File: config.mk
export PLATFORM = sky130hd
export DESIGN_NAME = hsp_out_stage
export DESIGN_NICKNAME = d
export VERILOG_FILES = /design/src/hdl/hsp_pkg.sv /design/src/hdl/hsp_out_stage.sv
export SDC_FILE = /design/constraint.sdc
export NUM_CORES = 1
export LEC_CHECK = 0
export BUFFER_PORTS_ARGS = -buffer_cell sky130_fd_sc_hd__buf_4
export CAP_MARGIN = 20
export CORE_MARGIN = 4
export CORE_UTILIZATION = 30
export CTS_CLUSTER_SIZE = 40
export DETAILED_ROUTE_END_ITERATION = 8
export GPL_ROUTABILITY_DRIVEN = 1
export SYNTH_ARGS = -nofsm -noshare
export SYNTH_HDL_FRONTEND = slang
export SYNTH_SLANG_ARGS = --single-unit
File: constraint.sdc
create_clock -name i_clk -period 3.35 [get_ports i_clk]
set_input_delay 0.335 -clock i_clk [delete_from_list [all_inputs] [get_ports i_clk]]
set_output_delay 0.335 -clock i_clk [all_outputs]
set_load 0.02 [all_outputs]
File: src/hdl/hsp_pkg.sv
`default_nettype none

package hsp_pkg;

    // Table geometry; the slot and count fields are sized for this depth.
    localparam int unsigned TABLE_SIZE  = 1024;
    localparam int unsigned IDX_W       = $clog2(TABLE_SIZE);
    localparam int unsigned PROBE_LIMIT = TABLE_SIZE + 16;
    localparam int unsigned PROBE_W     = $clog2(PROBE_LIMIT);
    localparam int unsigned LOAD_W      = IDX_W + 2;

    localparam int unsigned KEY_BITS    = 64;
    localparam int unsigned HASH_W      = 64;
    localparam int unsigned PERTURB_SH  = 5;

    typedef logic [1:0] t_func;
    localparam t_func FUNC_INSERT   = 2'd0;
    localparam t_func FUNC_READ     = 2'd1;
    localparam t_func FUNC_CLEAR    = 2'd2;
    localparam t_func FUNC_READ_ALT = 2'd3;

    typedef logic [2:0] t_status;
    localparam t_status ST_INSERTED  = 3'd0;
    localparam t_status ST_DUPLICATE = 3'd1;
    localparam t_status ST_FULL      = 3'd2;
    localparam t_status ST_EMPTY     = 3'd3;
    localparam t_status ST_HOLDS     = 3'd4;
    localparam t_status ST_CLEARED   = 3'd5;

    typedef struct packed {
        t_status               status;
        logic [IDX_W-1:0]      slot;
        logic [KEY_BITS-1:0]   key_out;
        logic [IDX_W-1:0]      used_count;
        logic                  load_high;
    } t_result;

    typedef struct packed {
        logic                  we;
        logic [IDX_W-1:0]      addr;
    } t_mem_ctl;

    // Flag a table past two-thirds occupancy.
    function automatic logic f_load_high(input logic [IDX_W-1:0] count);
        logic [LOAD_W-1:0] count3;
        count3 = LOAD_W'(count) + LOAD_W'({count, 1'b0});
        return count3 > LOAD_W'(2 * TABLE_SIZE);
    endfunction

endpackage

`default_nettype wire

File: src/hdl/hsp_out_stage.sv
`default_nettype none

module hsp_out_stage
    import hsp_pkg::*;
(
    input  wire logic i_clk,
    input  wire logic i_rst_n,
    input  wire logic i_res_valid,
    output logic      o_res_ready,
    input  t_result   i_res,
    output logic      o_valid,
    input  wire logic i_ready,
    output t_result   o_res
);

    logic    r_valid;
    t_result r_res;

    assign o_res_ready = !r_valid || i_ready;

    always_ff @(posedge i_clk) begin
        if (!i_rst_n) begin
            r_valid <= 1'b0;
        end else if (i_res_valid && o_res_ready) begin
            r_valid <= 1'b1;
        end else if (i_ready) begin
            r_valid <= 1'b0;
        end
    end

    // Hold the word while the sink stalls.
    always_ff @(posedge i_clk) begin
        if (i_res_valid && o_res_ready) begin
            r_res <= i_res;
        end
    end

    assign o_valid = r_valid;
    assign o_res   = r_res;

endmodule

`default_nettype wire

==> reports/qor.yml <==
critical_path:
  path_class: "reg2reg"
  start_kind: "register"
  cp_slowest_cell: "and2_4"
  critPathTopFamily: "simple AND/OR/NAND/NOR gates"
  crit_chain: "nand2b_4 > and2_4 > buf_16"
  crit_buf_inv: 1
  required_ns: 3.37
  cp.arrival_ns: 1.58
  r2r_cells: 3
  critPathMaxFanout: 53
  crit_cells: 3
  reg2reg_slack_ns: 1.79
  end_kind: "register"
  cp_slowest_stage_delay_ns: 0.46
global_routing:
  globalRouteOverflowTotal: 0
  grt_util_all_layers: 0.121
  antenna_found_initial: 1
  grt_first_pass_wirelength_mm: 9.19
  grt_max_degree: 89
  grt_pass1_vias: 1746
power:
  max-vdd-ir-drop_v: 0.000257
  p_leak_uw: 0.00185
  powerDensity_nw_per_um2: 522
clock_network:
  clk_pin_slew_ns: 0.09
  cts_sinks: 89
  cts-hold-fix-buffers: 0
  htreeDepth: 3
  cts_tree: "built"
  cts_resized: 0
  clockBufferDepth: 2
  clock-root-buffer: "clkbuf_8"
  cts_made_buffers: 9
  postCtsSetupBuffers: 0
  clock_latency_ns: 0.34
drt:
  wl_per_cell_um: 16.1
  wl_mm: 6.43
  via_per_inst: 4.10
  dr_total_vias: 1634
  ant_nets: 0
  dr.pass1.iters: 4
  drcViolationCount: 0
  first_iter_violations: 37
timing:
  setup_tns_ns: 0
  drv_slew: 0
  tightest_slew_ns: 0.475
  max_freq_ghz: 0.642
  final-hold-violation-count: 0
  timing.final.crit_period_ns: 1.56
  max_slew_margin: 0.684
  post-route-period-util: 0.465
  clock-skew-final_ns: 0.00666
  setup_ws_ns: 1.79
  rsz0062_at_grt: "false"
  final-setup-viol-count: 0
logic_synthesis:
  synth_compound_area_frac: 0.00417
  synth_top_family_by_area: "simple AND/OR/NAND/NOR gates"
  synth-seq-cells: 89
  ys_top_cells_by_area: "edfxtp_1 98%, dfxtp_1 0.74%, nand2b_4 0.51%"
  synth_area_um2: 2700
  synth-xor-area-share: 0
  synth_nets: 185
  muxShareOfSynthArea: 0
  yosysTopAreaCell: "edfxtp_1"
  yosys.area_share.simple: 0.00834
  synth_cells: 93
  synth-seq-area-share: 0.986
  ys_warn_count: 0
  syn_avg_cell_area_um2: 29.0
  yosysUniqueCellTypes: 6
  synth_adder_area_share: 0
  synth_top_area_share: 0.979
die:
  die_area_um2: 10600
  rows: 34
  core_area_um2: 8720
  die_h_um: 103
  initial_core_util: 0.310
  ios: 182
  die_width_um: 103
place:
  placed_cell_area_um2: 4190
  place_hpwl_mm: 4.93
  dp_cells: 382
  portBuffers: 181
  pre_cts_ws_ns: 1.46
  place_congestion: 0.694
cells_and_area:
  drive_above_1_share: 0.680
  n_fill_cell: 743
  antennaDiodeCount: 0
  final_nets: 378
  postLayoutCellArea_um2: 4410
  utilization: 0.505
  area_growth_pct: 63.3
  stdcell_count: 399
worst_hold_path:
  min_path_cells: 1
  hold_class: "in2reg"
status:
  status: "complete, no violations"
run:
  max_cap_violations: 0
==> cells in the final DEF (no fill, tap or decap) <==
| master | netlist | routed |
|---|---|---|
| clkinv_4 | 0 | 1 |
| nand2b_4 | 1 | 1 |
| clkbuf_1 | 0 | 1 |
| buf_16 | 0 | 1 |
| clkbuf_8 | 0 | 9 |
| inv_1 | 1 | 1 |
| clkinv_2 | 0 | 1 |
| buf_4 | 0 | 181 |
| clkinvlp_4 | 0 | 1 |
| edfxtp_1 | 88 | 88 |
| a21boi_2 | 1 | 1 |
| dfxtp_1 | 1 | 1 |
| bufinv_16 | 0 | 1 |
| and2_4 | 1 | 1 |
| clkinv_1 | 0 | 2 |
==> stage by stage <==
stage          total power, uW  hold slack [ns]
2_1_floorplan             1450            0.434
3_3_place_gp              1630            0.489
3_5_place_dp              1640            0.513
4_1_cts                   2340            0.131
5_1_grt                   2410            0.120
6_report                  2300            0.160
==> metal layers <==
metal / wire [um] / track usage / vias up
met5: 18 / 0 / -
met4: 86 / 0.0538 / 2
met3: 1010 / 0.0812 / 10
met2: 3350 / 0.198 / 103
met1: 1960 / 0.120 / 762
li1: - / - / 757
==> logic make-up (layout without fill, tap and decap cells) <==
logic type	Yosys count	after routing
DFF	89	89
buffers and inverters	1	199
AOI/OAI and AO/OA	1	1
and+or+nand+nor	2	2
==> flip-flops by register name (all words and copies together) (netlist names) <==
signal   cells
o_valid      1
o_res       88
==> where the power goes <==
| group | internal, uW | switching (uW) |
|---|---|---|
| clock network | 340 | 353 |
| registers | 1300 | 17.1 |
| logic | 146 | 146 |
| total | 1790 | 516 |
==> layout make-up <==
| cell class | count | area [um2] | share of cell area |
|---|---|---|---|
| repair buffers | 182 | 1390 | 0.315 |
| flip-flops and latches | 89 | 2660 | 0.604 |
| inverters | 1 | 3.75 | 0.000852 |
| multi-input cells | 3 | 33.8 | 0.00766 |
| well taps | 108 | 135 | 0.0307 |
| clock inverters | 6 | 58.8 | 0.0133 |
| clock buffers | 10 | 128 | 0.0290 |
==> cell usage after synthesis (all sizes together) <==
library cell,count
inv,1
a21boi,1
dfxtp,1
nand2b,1
edfxtp,88
and2,1
==> path summary, 6_finish.rpt <==
check,startpoint,endpoint
hold / removal,i_res[45],o_res[45]
setup / recovery,o_valid,o_res[66]
setup reg to reg,o_valid,o_res[66]
hold reg to reg,o_valid,o_valid
Power figures use the tool's default switching activity.
